===== config.mk =====
export PLATFORM = sky130hd
export DESIGN_NAME = max_k_digit_subsequence_sum_top
export DESIGN_NICKNAME = d
export VERILOG_FILES = /design/src/rtl/mkds_pkg.sv /design/src/rtl/mkds_pick.sv /design/src/rtl/max_k_digit_subsequence_sum_top.sv
export VERILOG_INCLUDE_DIRS = /design/src /design/src/rtl
export SDC_FILE = /design/constraint.sdc
export NUM_CORES = 1
export LEC_CHECK = 0
export BUFFER_PORTS_ARGS = -buffer_cell sky130_fd_sc_hd__buf_2
export CAP_MARGIN = 20
export CORE_UTILIZATION = 60
export CTS_BUF_LIST = sky130_fd_sc_hd__clkbuf_4 sky130_fd_sc_hd__clkbuf_8
export DETAILED_ROUTE_END_ITERATION = 10
export PLACE_DENSITY = 0.78
export REMOVE_ABC_BUFFERS = 1
export SYNTH_ARGS = -nofsm -noshare
export SYNTH_HDL_FRONTEND = slang
export SYNTH_SLANG_ARGS = --single-unit

===== constraint.sdc =====
create_clock -name clock -period 8.9 [get_ports clock]
set_input_delay 1.78 -clock clock [delete_from_list [all_inputs] [get_ports clock]]
set_output_delay 1.78 -clock clock [all_outputs]
set_load 0.03 [all_outputs]

===== src/rtl/max_k_digit_subsequence_sum_top_macros.svh =====
// Assertion helpers used by the top module.
`ifndef MAX_K_DIGIT_SUBSEQUENCE_SUM_TOP_MACROS_SVH
`define MAX_K_DIGIT_SUBSEQUENCE_SUM_TOP_MACROS_SVH

// same-cycle implication
`define MKDS_ASSERT_IMP(label, clk, rst, ante, cons) \
   label: assert property (@(posedge clk) disable iff (rst) (ante) |-> (cons)) \
      else $error("mkds assertion failed");

// next-cycle implication
`define MKDS_ASSERT_NXT(label, clk, rst, ante, cons) \
   label: assert property (@(posedge clk) disable iff (rst) (ante) |=> (cons)) \
      else $error("mkds assertion failed");

`endif


===== src/rtl/mkds_pkg.sv =====
`timescale 1ns / 1ps

package mkds_pkg;

   localparam int DIGIT_W      = 4;
   localparam int LINE_VALUE_W = 40;
   localparam int TOTAL_W      = 63;
   localparam int ERR_W        = 2;
   localparam int REQ_DATA_W   = 8;
   localparam int RSP_DATA_W   = 104;
   localparam int RSP_USER_W   = 2;

   localparam logic [DIGIT_W-1:0] DIGIT_MAX = DIGIT_W'(9);
   localparam logic [TOTAL_W-1:0] TOTAL_MAX = {TOTAL_W{1'b1}};

   localparam logic [ERR_W-1:0] ERR_OK       = 2'd0;
   localparam logic [ERR_W-1:0] ERR_SHORT    = 2'd1;
   localparam logic [ERR_W-1:0] ERR_OVERFLOW = 2'd2;

   typedef struct packed {
      logic wr_en;
      logic start;
   } pick_ctrl_type;

endpackage


===== src/rtl/mkds_pick.sv =====
`timescale 1ns / 1ps

module mkds_pick #(
   parameter int PICK_COUNT = 12,
   parameter int MAX_LINE   = 128,
   parameter int ADDR_W     = 7,
   parameter int LEN_W      = 8,
   parameter int VAL_W      = 40
) (
   input  logic                          clock,
   input  logic                          reset,
   input  mkds_pkg::pick_ctrl_type       ctrl,
   input  logic [ADDR_W-1:0]             wr_addr,
   input  logic [mkds_pkg::DIGIT_W-1:0]  wr_digit,
   input  logic [LEN_W-1:0]              len,
   output logic                          done,
   output logic [VAL_W-1:0]              value
);
   import mkds_pkg::*;

   localparam int PW = $clog2(PICK_COUNT + 1);

   logic [DIGIT_W-1:0] mem [MAX_LINE];

   logic               busy_ff, busy_in;
   logic               done_ff, done_in;
   logic               pend_ff, pend_in;
   logic               first_ff, first_in;
   logic [LEN_W-1:0]   issue_ff, issue_in;
   logic [LEN_W-1:0]   stop_ff, stop_in;
   logic [PW-1:0]      pick_ff, pick_in;
   logic [LEN_W-1:0]   pend_idx_ff, pend_idx_in;
   logic [DIGIT_W-1:0] rd_data_ff;
   logic [DIGIT_W-1:0] best_ff, best_in;
   logic [LEN_W-1:0]   best_at_ff, best_at_in;
   logic [VAL_W-1:0]   value_ff, value_in;

   logic issue_more;
   logic window_end;
   logic take;

   always_ff @(posedge clock) begin
      if (ctrl.wr_en) begin
         mem[wr_addr] <= wr_digit;
      end
      rd_data_ff <= mem[issue_ff[ADDR_W-1:0]];
   end

   always_comb begin
      issue_more  = busy_ff && (issue_ff < stop_ff);
      window_end  = busy_ff && !issue_more && !pend_ff;
      take        = pend_ff && (first_ff || (rd_data_ff > best_ff));

      busy_in     = busy_ff;
      done_in     = 1'b0;
      pend_in     = 1'b0;
      first_in    = first_ff;
      issue_in    = issue_ff;
      stop_in     = stop_ff;
      pick_in     = pick_ff;
      pend_idx_in = pend_idx_ff;
      best_in     = best_ff;
      best_at_in  = best_at_ff;
      value_in    = value_ff;

      if (ctrl.start) begin
         busy_in  = 1'b1;
         first_in = 1'b1;
         issue_in = '0;
         stop_in  = len - LEN_W'(PICK_COUNT - 1);
         pick_in  = '0;
         value_in = '0;
      end else if (busy_ff) begin
         pend_in     = issue_more;
         pend_idx_in = issue_ff;
         if (issue_more) begin
            issue_in = issue_ff + LEN_W'(1);
         end
         if (take) begin
            best_in    = rd_data_ff;
            best_at_in = pend_idx_ff;
            first_in   = 1'b0;
         end
         if (window_end) begin
            value_in = VAL_W'({value_ff, 3'b000}) + VAL_W'({value_ff, 1'b0})
                       + VAL_W'(best_ff);
            issue_in = best_at_ff + LEN_W'(1);
            stop_in  = stop_ff + LEN_W'(1);
            first_in = 1'b1;
            pick_in  = pick_ff + PW'(1);
            if (pick_ff == PW'(PICK_COUNT - 1)) begin
               busy_in = 1'b0;
               done_in = 1'b1;
            end
         end
      end
   end

   always_ff @(posedge clock) begin
      if (reset) begin
         busy_ff  <= 1'b0;
         done_ff  <= 1'b0;
         pend_ff  <= 1'b0;
         first_ff <= 1'b1;
         issue_ff <= '0;
         stop_ff  <= '0;
         pick_ff  <= '0;
      end else begin
         busy_ff  <= busy_in;
         done_ff  <= done_in;
         pend_ff  <= pend_in;
         first_ff <= first_in;
         issue_ff <= issue_in;
         stop_ff  <= stop_in;
         pick_ff  <= pick_in;
      end
   end

   always_ff @(posedge clock) begin
      pend_idx_ff <= pend_idx_in;
      best_ff     <= best_in;
      best_at_ff  <= best_at_in;
      value_ff    <= value_in;
   end

   assign done  = done_ff;
   assign value = value_ff;

endmodule


===== src/rtl/max_k_digit_subsequence_sum_top.sv =====
`timescale 1ns / 1ps
`include "max_k_digit_subsequence_sum_top_macros.svh"
// Largest PICK_COUNT-digit subsequence of each line of decimal digits, with a
// saturating running total over all valid lines.
// Request channel (req_): one digit per request, req_tlast on the last digit
// of a line. Digits above nine are taken as nine. A line holds up to MAX_LINE
// digits; further digits are dropped and the line is reported as overflowed.
// Response channel (rsp_): one response per line: line value, running total
// and error code (0 ok, 1 short line, 2 overflow). Error lines give value 0
// and leave the total as it was.
// Throughput: a digit is taken every cycle while a line loads. After the last
// digit, the pick engine scans the stored line through one compare unit and
// one memory read port, one digit per cycle: each pick p scans its window
// from start_p up to stop_p, then the line value is posted and added to the total.
// Error lines go straight to the response. req_tready is low while picking
// and while a finished response waits to be stored.
// Reset clears the total, the line counters and the response valid flag.
// A stalled response holds; the next line still loads behind it and waits
// only when its own response is ready.

module max_k_digit_subsequence_sum_top #(
   parameter int PICK_COUNT = 12,
   parameter int MAX_LINE   = 128
) (
   input  logic                              clock,
   input  logic                              reset,
   input  logic                              req_tvalid,
   output logic                              req_tready,
   input  logic [mkds_pkg::REQ_DATA_W-1:0]   req_tdata,  // [3:0] digit
   input  logic                              req_tlast,
   output logic                              rsp_tvalid,
   input  logic                              rsp_tready,
   output logic [mkds_pkg::RSP_DATA_W-1:0]   rsp_tdata,  // [39:0] line_value,
                                                         // [102:40] running_total
   output logic [mkds_pkg::RSP_USER_W-1:0]   rsp_tuser   // [1:0] line_error
);
   import mkds_pkg::*;

   localparam int ADDR_W = $clog2(MAX_LINE);
   localparam int LEN_W  = $clog2(MAX_LINE + 1);
   localparam int VAL_W  = (PICK_COUNT * 3322) / 1000 + 1;

   localparam logic [1:0] S_LOAD   = 2'd0;
   localparam logic [1:0] S_PICK   = 2'd1;
   localparam logic [1:0] S_FINISH = 2'd2;

   logic [1:0]              state_ff, state_in;
   logic [LEN_W-1:0]        len_ff, len_in;
   logic                    ovf_ff, ovf_in;
   logic [ERR_W-1:0]        err_ff, err_in;
   logic [TOTAL_W-1:0]      total_ff, total_in;
   logic                    rsp_valid_ff, rsp_valid_in;
   logic [LINE_VALUE_W-1:0] rsp_value_ff, rsp_value_in;
   logic [TOTAL_W-1:0]      rsp_total_ff, rsp_total_in;
   logic [ERR_W-1:0]        rsp_err_ff, rsp_err_in;

   pick_ctrl_type           pick_ctrl;
   logic                    pick_done;
   logic [VAL_W-1:0]        pick_value;

   logic                    req_acc;
   logic                    room;
   logic [DIGIT_W-1:0]      digit_sat;
   logic [LEN_W-1:0]        len_next;
   logic [VAL_W-1:0]        line_val;
   logic [TOTAL_W:0]        sum;
   logic [TOTAL_W-1:0]      new_total;
   logic                    rsp_free;

   assign req_tready = (state_ff == S_LOAD);
   assign req_acc    = req_tvalid && req_tready;
   assign room       = (len_ff < LEN_W'(MAX_LINE));
   assign digit_sat  = (req_tdata[DIGIT_W-1:0] > DIGIT_MAX) ? DIGIT_MAX
                                                            : req_tdata[DIGIT_W-1:0];
   assign len_next   = room ? (len_ff + LEN_W'(1)) : len_ff;
   assign line_val   = (err_ff == ERR_OK) ? pick_value : '0;
   assign sum        = {1'b0, total_ff} + (TOTAL_W + 1)'(line_val);
   assign new_total  = sum[TOTAL_W] ? TOTAL_MAX : sum[TOTAL_W-1:0];
   assign rsp_free   = !rsp_valid_ff || rsp_tready;

   mkds_pick #(
      .PICK_COUNT (PICK_COUNT),
      .MAX_LINE   (MAX_LINE),
      .ADDR_W     (ADDR_W),
      .LEN_W      (LEN_W),
      .VAL_W      (VAL_W)
   ) u_pick (
      .clock    (clock),
      .reset    (reset),
      .ctrl     (pick_ctrl),
      .wr_addr  (len_ff[ADDR_W-1:0]),
      .wr_digit (digit_sat),
      .len      (len_next),
      .done     (pick_done),
      .value    (pick_value)
   );

   always_comb begin
      state_in     = state_ff;
      len_in       = len_ff;
      ovf_in       = ovf_ff;
      err_in       = err_ff;
      total_in     = total_ff;
      rsp_valid_in = rsp_valid_ff && !rsp_tready;
      rsp_value_in = rsp_value_ff;
      rsp_total_in = rsp_total_ff;
      rsp_err_in   = rsp_err_ff;
      pick_ctrl.wr_en = req_acc && room;
      pick_ctrl.start = 1'b0;

      unique case (state_ff)
         S_LOAD: begin
            if (req_acc) begin
               len_in = len_next;
               ovf_in = ovf_ff || !room;
               if (req_tlast) begin
                  len_in = '0;
                  ovf_in = 1'b0;
                  if (ovf_ff || !room) begin
                     err_in   = ERR_OVERFLOW;
                     state_in = S_FINISH;
                  end else if (len_next < LEN_W'(PICK_COUNT)) begin
                     err_in   = ERR_SHORT;
                     state_in = S_FINISH;
                  end else begin
                     err_in          = ERR_OK;
                     pick_ctrl.start = 1'b1;
                     state_in        = S_PICK;
                  end
               end
            end
         end
         S_PICK: begin
            if (pick_done) begin
               state_in = S_FINISH;
            end
         end
         S_FINISH: begin
            if (rsp_free) begin
               rsp_valid_in = 1'b1;
               rsp_value_in = LINE_VALUE_W'(line_val);
               rsp_total_in = new_total;
               rsp_err_in   = err_ff;
               total_in     = new_total;
               state_in     = S_LOAD;
            end
         end
         default: begin
            state_in = S_LOAD;
         end
      endcase
   end

   always_ff @(posedge clock) begin
      if (reset) begin
         state_ff     <= S_LOAD;
         len_ff       <= '0;
         ovf_ff       <= 1'b0;
         total_ff     <= '0;
         rsp_valid_ff <= 1'b0;
      end else begin
         state_ff     <= state_in;
         len_ff       <= len_in;
         ovf_ff       <= ovf_in;
         total_ff     <= total_in;
         rsp_valid_ff <= rsp_valid_in;
      end
   end

   always_ff @(posedge clock) begin
      err_ff       <= err_in;
      rsp_value_ff <= rsp_value_in;
      rsp_total_ff <= rsp_total_in;
      rsp_err_ff   <= rsp_err_in;
   end

   assign rsp_tvalid = rsp_valid_ff;
   assign rsp_tdata  = {1'b0, rsp_total_ff, rsp_value_ff};
   assign rsp_tuser  = rsp_err_ff;

   `MKDS_ASSERT_IMP(a_done_in_pick, clock, reset, pick_done, state_ff == S_PICK)
   `MKDS_ASSERT_IMP(a_err_zero, clock, reset, rsp_valid_ff && (rsp_err_ff != ERR_OK),
                    rsp_value_ff == '0)
   `MKDS_ASSERT_IMP(a_total_grows, clock, reset, !$past(reset),
                    total_ff >= $past(total_ff))
   `MKDS_ASSERT_NXT(a_finish_posts, clock, reset, (state_ff == S_FINISH) && rsp_free,
                    rsp_valid_ff && (state_ff == S_LOAD))

endmodule

[Word-level counts from Yosys, hierarchy flattened]
Memory sizes are Yosys's and may differ from the RTL's. A register that Yosys moved wholly into a read port is not among the register bits.
Cells that the tools add are included.
W data, S select, Z words.
Word-level totals
  memories: 1
  input bits: 13
  register bits after elaboration: 266
  word-level logic and storage cells: 114
  output and inout bits: 108
  bits in writable memories: 512
Cells by class
  reductions and logical operators: 34
  magnitude comparators: 5
  mux-type cells: 35
  equal/unequal tests: 7
  bitwise gates (word level): 3
  add/sub/neg operators: 9
Memories
  u_pick.mem: depth 128, bits a word 4, rd ports 1, clocked after memory_dff 1, write ports 1, RTL line mkds_pick.sv:23  | logic [DIGIT_W-1:0] mem [MAX_LINE];
Operators with widths (number)
  $add A63 B40 Y64: 1
  $mux W63: 1
  $mux W8: 7
  $add A40 B4 Y40: 1
  $add A40 B40 Y40: 1
  $mux W40: 1
  $add A8 B1 Y8 const B: 4
  $mux W1: 18
  $reduce_and A2 Y1: 7
  $mux W2: 6
  $lt A8 B4 Y1 const B: 1
  $lt A8 B8 Y1: 1
  $lt A8 B8 Y1 const B: 1
  $reduce_bool A2 Y1: 4
  $sub A8 B4 Y8 const B: 1
  $logic_and A1 B1 Y1: 7
  $ne A2 B1 Y1 const B: 3
  $pmux W2 S3: 1
  $reduce_and A3 Y1: 2
  $logic_not A1 Y1: 5
  $add A4 B1 Y4 const B: 1
  $eq A4 B4 Y1 const B: 1
  $gt A4 B4 Y1: 1
  $gt A4 B4 Y1 const B: 1
  11 further kinds: 16

[Longest topological paths before layout]
Gate-level depths: netlist (run 1).
  word-level depth: 10
  gate-level depth with buffers: 17
  gate-level depth less buffers: 15

[Hierarchy]
From an unflattened synthesis (run 1), not the netlist that was laid out.
Unflattened totals
  cells, all modules: 2614
  area, all modules: 36033.3 µm²
By module, submodules not included
  mkds_pick: area an instance 26419.1 µm², cells an instance 1653, instances 1, seq. area each 17336.6 µm²
  max_k_digit_subsequence_sum_top: area an instance 9614.2 µm², cells an instance 961, instances 1, seq. area each 4714.5 µm²

[Worst setup path before layout (run 1)]
Ideal clock, no wire load.
  kind: input port to flip-flop
  start point: input port rsp_tready
  end point: register rsp_total_ff[0], enable pin
  cell stages on the path: 5
  setup time: 0.510 ns
  path slack: 2.889 ns
  arrival time: 5.501 ns
  required time: 8.390 ns
  path buffers: 2
  cell sequence: nand2b_1 nand2_1 inv_1 clkbuf_1 buf_1
On the way
  cells in the longest elaborated chain, start to end: 2
RTL lines
  from (decl): RTL line max_k_digit_subsequence_sum_top.sv:32  | input logic rsp_tready,
  $logic_or A1 B1 Y1: RTL line max_k_digit_subsequence_sum_top.sv:79  | assign rsp_free = !rsp_valid_ff || rsp_tready;
  $reduce_and A2 Y1 (no source line)
  to (signal assigned): RTL line max_k_digit_subsequence_sum_top.sv:173  | rsp_total_ff <= rsp_total_in;
  to (decl): RTL line max_k_digit_subsequence_sum_top.sv:54  | logic [TOTAL_W-1:0] rsp_total_ff, rsp_total_in;
No other way between the ends.
A chain may end at the register's enable or synchronous reset.

[Worst setup path after layout (run 1)]
  start point: register err_ff[1]
  end point: register rsp_total_ff[61], data pin
On the way
  cells in the longest elaborated chain, start to end: 4
RTL lines
  from (decl): RTL line max_k_digit_subsequence_sum_top.sv:50  | logic [ERR_W-1:0] err_ff, err_in;
  from (signal assigned): RTL line max_k_digit_subsequence_sum_top.sv:171  | err_ff <= err_in;
  $logic_not A2 Y1: RTL line max_k_digit_subsequence_sum_top.sv:76  | assign line_val = (err_ff == ERR_OK) ? pick_value : '0;
  $mux W40: RTL line max_k_digit_subsequence_sum_top.sv:76
  named net line_val[1]: RTL line max_k_digit_subsequence_sum_top.sv:65  | logic [VAL_W-1:0] line_val;
  $add A63 B40 Y64: RTL line max_k_digit_subsequence_sum_top.sv:77  | assign sum = {1'b0, total_ff} + (TOTAL_W + 1)'(line_val);
  $mux W63: RTL line max_k_digit_subsequence_sum_top.sv:78  | assign new_total = sum[TOTAL_W] ? TOTAL_MAX : sum[TOTAL_W-1:0];
  named net new_total[61]: RTL line max_k_digit_subsequence_sum_top.sv:67  | logic [TOTAL_W-1:0] new_total;
The timed path passes the listed nets, and every way through them passes these cells.

==> results of run 1 <==
## per-layer routing
layer	vias to the layer above	share of wire [%]	global-route usage, %
met5	-	0	0
met3	166	6.9	4.01
met2	974	51	46.4
met1	11200	39	35.0
met4	0	3.2	10.7
li1	10300	-	-
## registers in the layout, indices dropped and copies added (netlist names), 2 cells and up
name and cells:
u_pick.issue_ff 8, u_pick.pend_idx_ff 8, u_pick.pick_ff 4, u_pick.mem 512, total_ff 63, u_pick.rd_data_ff 4
rsp_value_ff 40, u_pick.best_ff 4, len_ff 8, rsp_tuser 2, u_pick.best_at_ff 8, u_pick.stop_ff 8
state_ff 2, u_pick.value 40, rsp_total_ff 63, err_ff 2
## how the worst min path moves through the flow
stage	to	depth (start not counted)	slack (ps)
floorplan	u_pick.best_at_ff[0]	0	400
global placement	u_pick.best_at_ff[4]	0	400
detailed placement	u_pick.best_at_ff[3]	0	410
CTS	u_pick.best_at_ff[3]	0	420
global route	u_pick.best_at_ff[5]	0	420
finish	u_pick.best_at_ff[5]	0	410
## power breakdown
part           internal [mW]  switching (mW)
clock                   1.58            1.42
sequential              3.98          0.0136
combinational         0.0479           0.149
## Yosys cell counts (4+ instances only)
| cell | n |
|---|---|
| o21bai_1 | 15 |
| mux4_2 | 168 |
| o22ai_1 | 4 |
| a21boi_0 | 4 |
| nor2_1 | 250 |
| a211oi_1 | 22 |
| ha_1 | 130 |
| o211a_1 | 4 |
| and2_1 | 51 |
| buf_1 | 17 |
| nand3_1 | 41 |
| nor3b_1 | 7 |
| a221oi_1 | 4 |
| a41oi_1 | 6 |
| and4_1 | 6 |
| o31ai_1 | 5 |
| xor2_1 | 41 |
| mux2_2 | 7 |
| o211ai_1 | 10 |
| nor4_1 | 8 |
| inv_1 | 44 |
| a21oi_1 | 152 |
| mux2i_1 | 9 |
| a21o_1 | 38 |
| a311oi_1 | 33 |
| dfxtp_1 | 143 |
| or3_1 | 7 |
| nor3_1 | 34 |
| edfxtp_1 | 639 |
| nand2b_1 | 12 |
| buf_2 | 22 |
| nand4_1 | 19 |
| o21a_1 | 11 |
| nor2b_1 | 20 |
| a31o_2 | 4 |
| nand2_1 | 228 |
| a31oi_1 | 32 |
| xnor2_1 | 60 |
| o21ai_0 | 96 |
| and3_1 | 20 |
| clkbuf_1 | 94 |
## layout make-up
| cell class | count | area (µm²) | share of cell area [%] |
|---|---|---|---|
| clock buffers | 165 | 2030 | 5.13 |
| multi-input cells | 1631 | 13100 | 33.1 |
| well taps | 773 | 967 | 2.44 |
| diodes | 1 | 2.50 | 0.00632 |
| inverters | 44 | 170 | 0.430 |
| clock inverters | 53 | 374 | 0.945 |
| flip-flops and latches | 782 | 22100 | 55.7 |
| repair buffers | 147 | 876 | 2.21 |
## per-stage QoR
step / utilization (%) / cells / setup slack (ps) / area (µm²)
6_report: 67.1 / 3596 / 3760 / 39600
5_1_grt: 67.1 / 3596 / 3500 / 39600
4_1_cts: 67.0 / 3592 / 3210 / 39500
3_5_place_dp: 62.9 / 3374 / 3240 / 37100
3_3_place_gp: 62.9 / 3373 / 3420 / 37100
2_1_floorplan: - / 2457 / 598 / 35300
## logic make-up after synthesis
group,after synthesis,share of synthesized area (%)
AOI/OAI and AO/OA,482,8.71
xor gates and xnor gates,101,2.47
adders and majority gates,133,4.70
buffers and inverters,182,2.05
DFF,782,61.5
muxes,184,11.0
other,1,0.0105
and+or+nand+nor,730,9.56
==> flow_metrics.py, run 1 <==
metrics = {
    "outcome": {
        "status": "finished clean",
    },
    "finish": {
        "nFillCells": 4111,
        "final_common_cell": "edfxtp_1",
        "nets": 2868,
        "final_cell_mix": "edfxtp_1, nor2_1, nand2_1",
        "syn_to_final_growth_pct": 10.4,
        "drive_gt1_share_pct": 20.0,
    },
    "critical_path": {
        "cpPeakStageDelay_ps": 700,
        "critPathCapture": "rsp_total_ff[61]",
        "critPathBufInv": 2,
        "worstSetupStartpoint": "err_ff[1]",
        "startpoint_type": "register",
        "worst_ep_required_time_ps": 9400,
        "crit_path_cell_trace": "nor2_2 > buf_8 > and2_1 > ha_1 > a211oi_1 > o211ai_1 > a221o_1 > o31a_1 > o311ai_4 > a211oi_1 > o21ai_4 > buf_4 > nand2_1 > mux2_2",
        "cp_num_cells": 14,
        "cp_top_family": "compound AO/OA/AOI/OAI gates",
        "cp_common_cell": "a211oi_1",
        "r2r_cells": 14,
        "slowest_stage": "buf_4",
        "rr_endpoint": "rsp_total_ff[61]",
        "arrival_ps": 5640,
        "critPathCaptureType": "register",
        "worstPathMaxFanout": 92,
        "crit_type": "register to register",
        "r2r_setup_slack_ps": 3760,
        "r2r_start": "err_ff[1]",
    },
    "sta": {
        "period_needed_ps": 5140,
        "final-setup-viol-count": 0,
        "period_share_pct": 57.8,
        "setup-tns-final_ps": 0,
        "grt_setup_unrepaired": "no",
        "finClkSkew_ps": 40.1,
        "fin_hold_ws_ps": 414,
        "worst_pin_slew_ps": 1210,
        "finalMaxSlewViolations": 0,
        "max_freq_mhz": 195,
        "slew_headroom_pct": 19.1,
        "hold_viol": 0,
    },
    "placed_design": {
        "port_buffers": 115,
        "dp_hpwl_um": 53000,
        "place.gp.congestion": 0.931,
    },
    "clock_tree": {
        "clock_sinks": 782,
        "cts_made_buffers": 116,
        "htreeDepth": 3,
        "path_clk_slew_ps": 70,
        "cts_root_buffer": "clkbuf_8",
        "hold_buffers": 0,
        "cts_max_path_buffers": 3,
        "worstSkewPairLatency_ps": 770,
        "cts_tree": "built",
        "post_cts_buffers": 0,
        "post_cts_resized": 0,
    },
    "grt": {
        "grt_util_all_layers_pct": 27.1,
        "antenna_found_initial": 1,
        "grt_max_degree": 117,
        "overflow": 0,
        "grt_pass1_wl_um": 126000,
        "grt_pass1_vias": 22500,
    },
    "power": {
        "power_mw": 7.18,
        "p_leak_nw": 13.7,
        "max-vdd-ir-drop_mv": 0.173,
        "p_per_area_mw_per_mm2": 181,
    },
    "yosys": {
        "ys_seq_elements": 782,
        "synth_edf_count": 639,
        "yosys-top-cells-area": "edfxtp_1, mux4_2, dfxtp_1",
        "yosysWarnings": 0,
        "synthCells": 2595,
        "synth.top_cell.area_share_pct": 53.5,
        "yosysTopAreaCell": "edfxtp_1",
        "synth.distinct_cells": 86,
        "synthFlopType": "edfxtp_1",
        "synthArstFlopShare_pct": 0,
        "ys_seq_area_share_pct": 61.5,
        "synth.cell_area_mm2": 0.0359,
        "synth_area_per_cell_um2": 13.8,
    },
    "die": {
        "num_rows": 89,
        "die_w_um": 247,
        "start_util_pct": 60.8,
        "io_pins": 121,
        "core_area_mm2": 0.0590,
        "die-area_mm2": 0.0608,
        "die_h_um": 247,
    },
    "route": {
        "drt-vias-per-instance": 6.28,
        "firstDrtPassIters": 7,
        "ant_nets": 0,
        "wl_per_cell_um": 22.8,
        "vias": 22600,
        "drc": 0,
        "drt_iter0_drc": 1862,
        "routed_wirelength_um": 82000,
    },
    "worst_hold_path": {
        "min-delay-start": "u_pick.pend_idx_ff[5]",
        "min-delay-path-class": "register to register",
    },
    "run": {
        "maxCapViolCount": 0,
    },
}
Note: power is estimated with default switching activity, not from simulation.
==> run 2, diff against run 1 <==
Clock period 8.9 ns to 4.75 ns, I/O delays scaled along.
==> run 2 against run 1 <==
  * Design area up 0.92%
  * Global-route usage is 0.68 points higher
  * Clock power increased by 97%
  * Highest routed layer unchanged
==> flow_metrics.py, run 2 (synthesized netlist as in run 1, its figures left out) <==
metrics = {
    "sta": {
        "timing.final.ws_setup_ps": 332,
        "slew_headroom_pct": 31.8,
        "finalMaxSlewViolations": 0,
        "finClkSkew_ps": 43.4,
        "hold_viol": 0,
        "period_needed_ps": 4420,
        "period_share_pct": 93.0,
        "worst_pin_slew_ps": 1020,
        "max_freq_mhz": 226,
        "grt_setup_unrepaired": "no",
        "final-setup-viol-count": 0,
    },
    "grt": {
        "overflow": 0,
        "antenna_found_initial": 1,
        "grt_pass1_vias": 22800,
        "grt_max_degree": 134,
        "grt_util_all_layers_pct": 27.8,
        "grt_pass1_wl_um": 128000,
    },
    "die": {
        "io_pins": 121,
        "die_h_um": 247,
        "die-area_mm2": 0.0608,
        "num_rows": 89,
        "die_w_um": 247,
        "start_util_pct": 60.8,
        "core_area_mm2": 0.0590,
    },
    "route": {
        "firstDrtPassIters": 6,
        "drt_iter0_drc": 2137,
        "drc": 0,
        "ant_nets": 0,
        "routed_wirelength_um": 83700,
        "drt-vias-per-instance": 6.33,
        "wl_per_cell_um": 23.1,
        "vias": 22900,
    },
    "worst_hold_path": {
        "min-delay-start": "u_pick.pend_idx_ff[1]",
        "min_to": "u_pick.best_at_ff[1]",
        "whs_path_depth": 0,
        "min-delay-path-class": "register to register",
    },
    "finish": {
        "reg_top3": "u_pick.mem (512), rsp_total_ff (63), total_ff (63)",
        "final_util_pct": 67.7,
        "nets": 2891,
        "top_register": "u_pick.mem",
        "fin_cells": 3625,
        "final_cell_mix": "edfxtp_1, nor2_1, nand2_1",
        "syn_to_final_growth_pct": 11.4,
        "drive_gt1_share_pct": 20.8,
        "stdcell_area_mm2": 0.0400,
        "largest_register_ff_count": 512,
        "final_common_cell": "edfxtp_1",
    },
    "clock_tree": {
        "worstSkewPairLatency_ps": 770,
        "htreeDepth": 3,
        "hold_buffers": 0,
        "clock_sinks": 782,
        "cts_max_path_buffers": 3,
        "cts_made_buffers": 120,
        "cts_tree": "built",
        "path_clk_slew_ps": 60,
        "cts_root_buffer": "clkbuf_8",
    },
    "critical_path": {
        "worst_ep_required_time_ps": 5250,
        "cp_top_family": "compound AO/OA/AOI/OAI gates",
        "r2r_start": "err_ff[1]",
        "startpoint_type": "register",
        "rr_endpoint": "rsp_total_ff[61]",
        "r2r_setup_slack_ps": 330,
        "crit_type": "register to register",
        "critPathCaptureType": "register",
        "crit_path_cell_trace": "nor2_2 > buf_4 > and2_1 > ha_1 > nor3_1 > nor3b_1 > a221o_1 > o31a_1 > o311ai_4 > a211oi_1 > o21ai_4 > buf_4 > nand2_1 > mux2_2",
        "critPathBufInv": 2,
        "worstPathMaxFanout": 15,
        "cpPeakStageDelay_ps": 470,
        "cp_common_cell": "buf_4",
        "slowest_stage": "o311ai_4",
        "arrival_ps": 4920,
        "r2r_cells": 14,
    },
    "power": {
        "p_per_area_mw_per_mm2": 344,
        "p_leak_nw": 13.9,
        "power_mw": 13.8,
        "max-vdd-ir-drop_mv": 0.295,
    },
    "placed_design": {
        "place_ws_ps": 224,
        "place.gp.congestion": 0.920,
        "place_area_mm2": 0.0374,
        "port_buffers": 115,
        "dp_hpwl_um": 54700,
        "place_inst": 3395,
    },
    "outcome": {
        "status": "finished clean",
    },
    "run": {
        "maxCapViolCount": 0,
    },
}
[run 2: changes by cell type in the layout (fill, tap and decap cells not counted), sizes merged]
cell | before | now
buf | 147 | 166
bufinv | 3 | 6
clkbuf | 165 | 171
clkinvlp | 1 | 2
diode | 1 | 2
inv | 50 | 49
[run 2: layout make-up]
class | instances | area [µm²]
flip-flops and latches | 782 | 22100
fillers | 4047 | 19000
multi-input cells | 1631 | 13100
clock buffers | 171 | 2080
repair buffers | 166 | 1080
well taps | 773 | 967
clock inverters | 56 | 478
inverters | 44 | 170
diodes | 2 | 5.00
[run 2: repair_timing]
| item | CTS | global route |
|---|---|---|
| setup buffers | 0 | 0 |
| endpoints found under the setup margin | 0 | 1 |
| resized for setup | 0 | 1 |
[run 2: metal layers]
layer  GRT usage, %  vias up  wire length (µm)
met5              0        -                 0
met2           46.5     1059             41500
li1               -    10300                 -
met4           13.4        0              3670
met3           4.67      227              6600
met1           35.4    11300             31900
[run 2: stage by stage]
step                      setup TNS, ps  hold slack (ps)
final                                 0              415
after global routing                  0              398
after CTS                             0              406
after detailed placement              0              405
after global placement                0              405
after floorplan                 -355570              400
[run 2: power breakdown]
part           internal (mW)  switching [mW]
Sequential              7.46          0.0256
Clock                   3.19            2.70
Combinational         0.0938           0.285
Total                   10.7            3.01
[run 2: worst max path at each step]
stage	from	to	slack, ps	cells past startpoint
global route	err_ff[1]	rsp_total_ff[61]	160	13
floorplan	u_pick.issue_ff[0]	u_pick.issue_ff[6]	-3550	13
global placement	u_pick.value[0]	rsp_total_ff[56]	290	14
finish	err_ff[1]	rsp_total_ff[61]	330	14
detailed placement	err_ff[1]	rsp_total_ff[56]	220	14
CTS	u_pick.value[0]	rsp_total_ff[56]	210	14
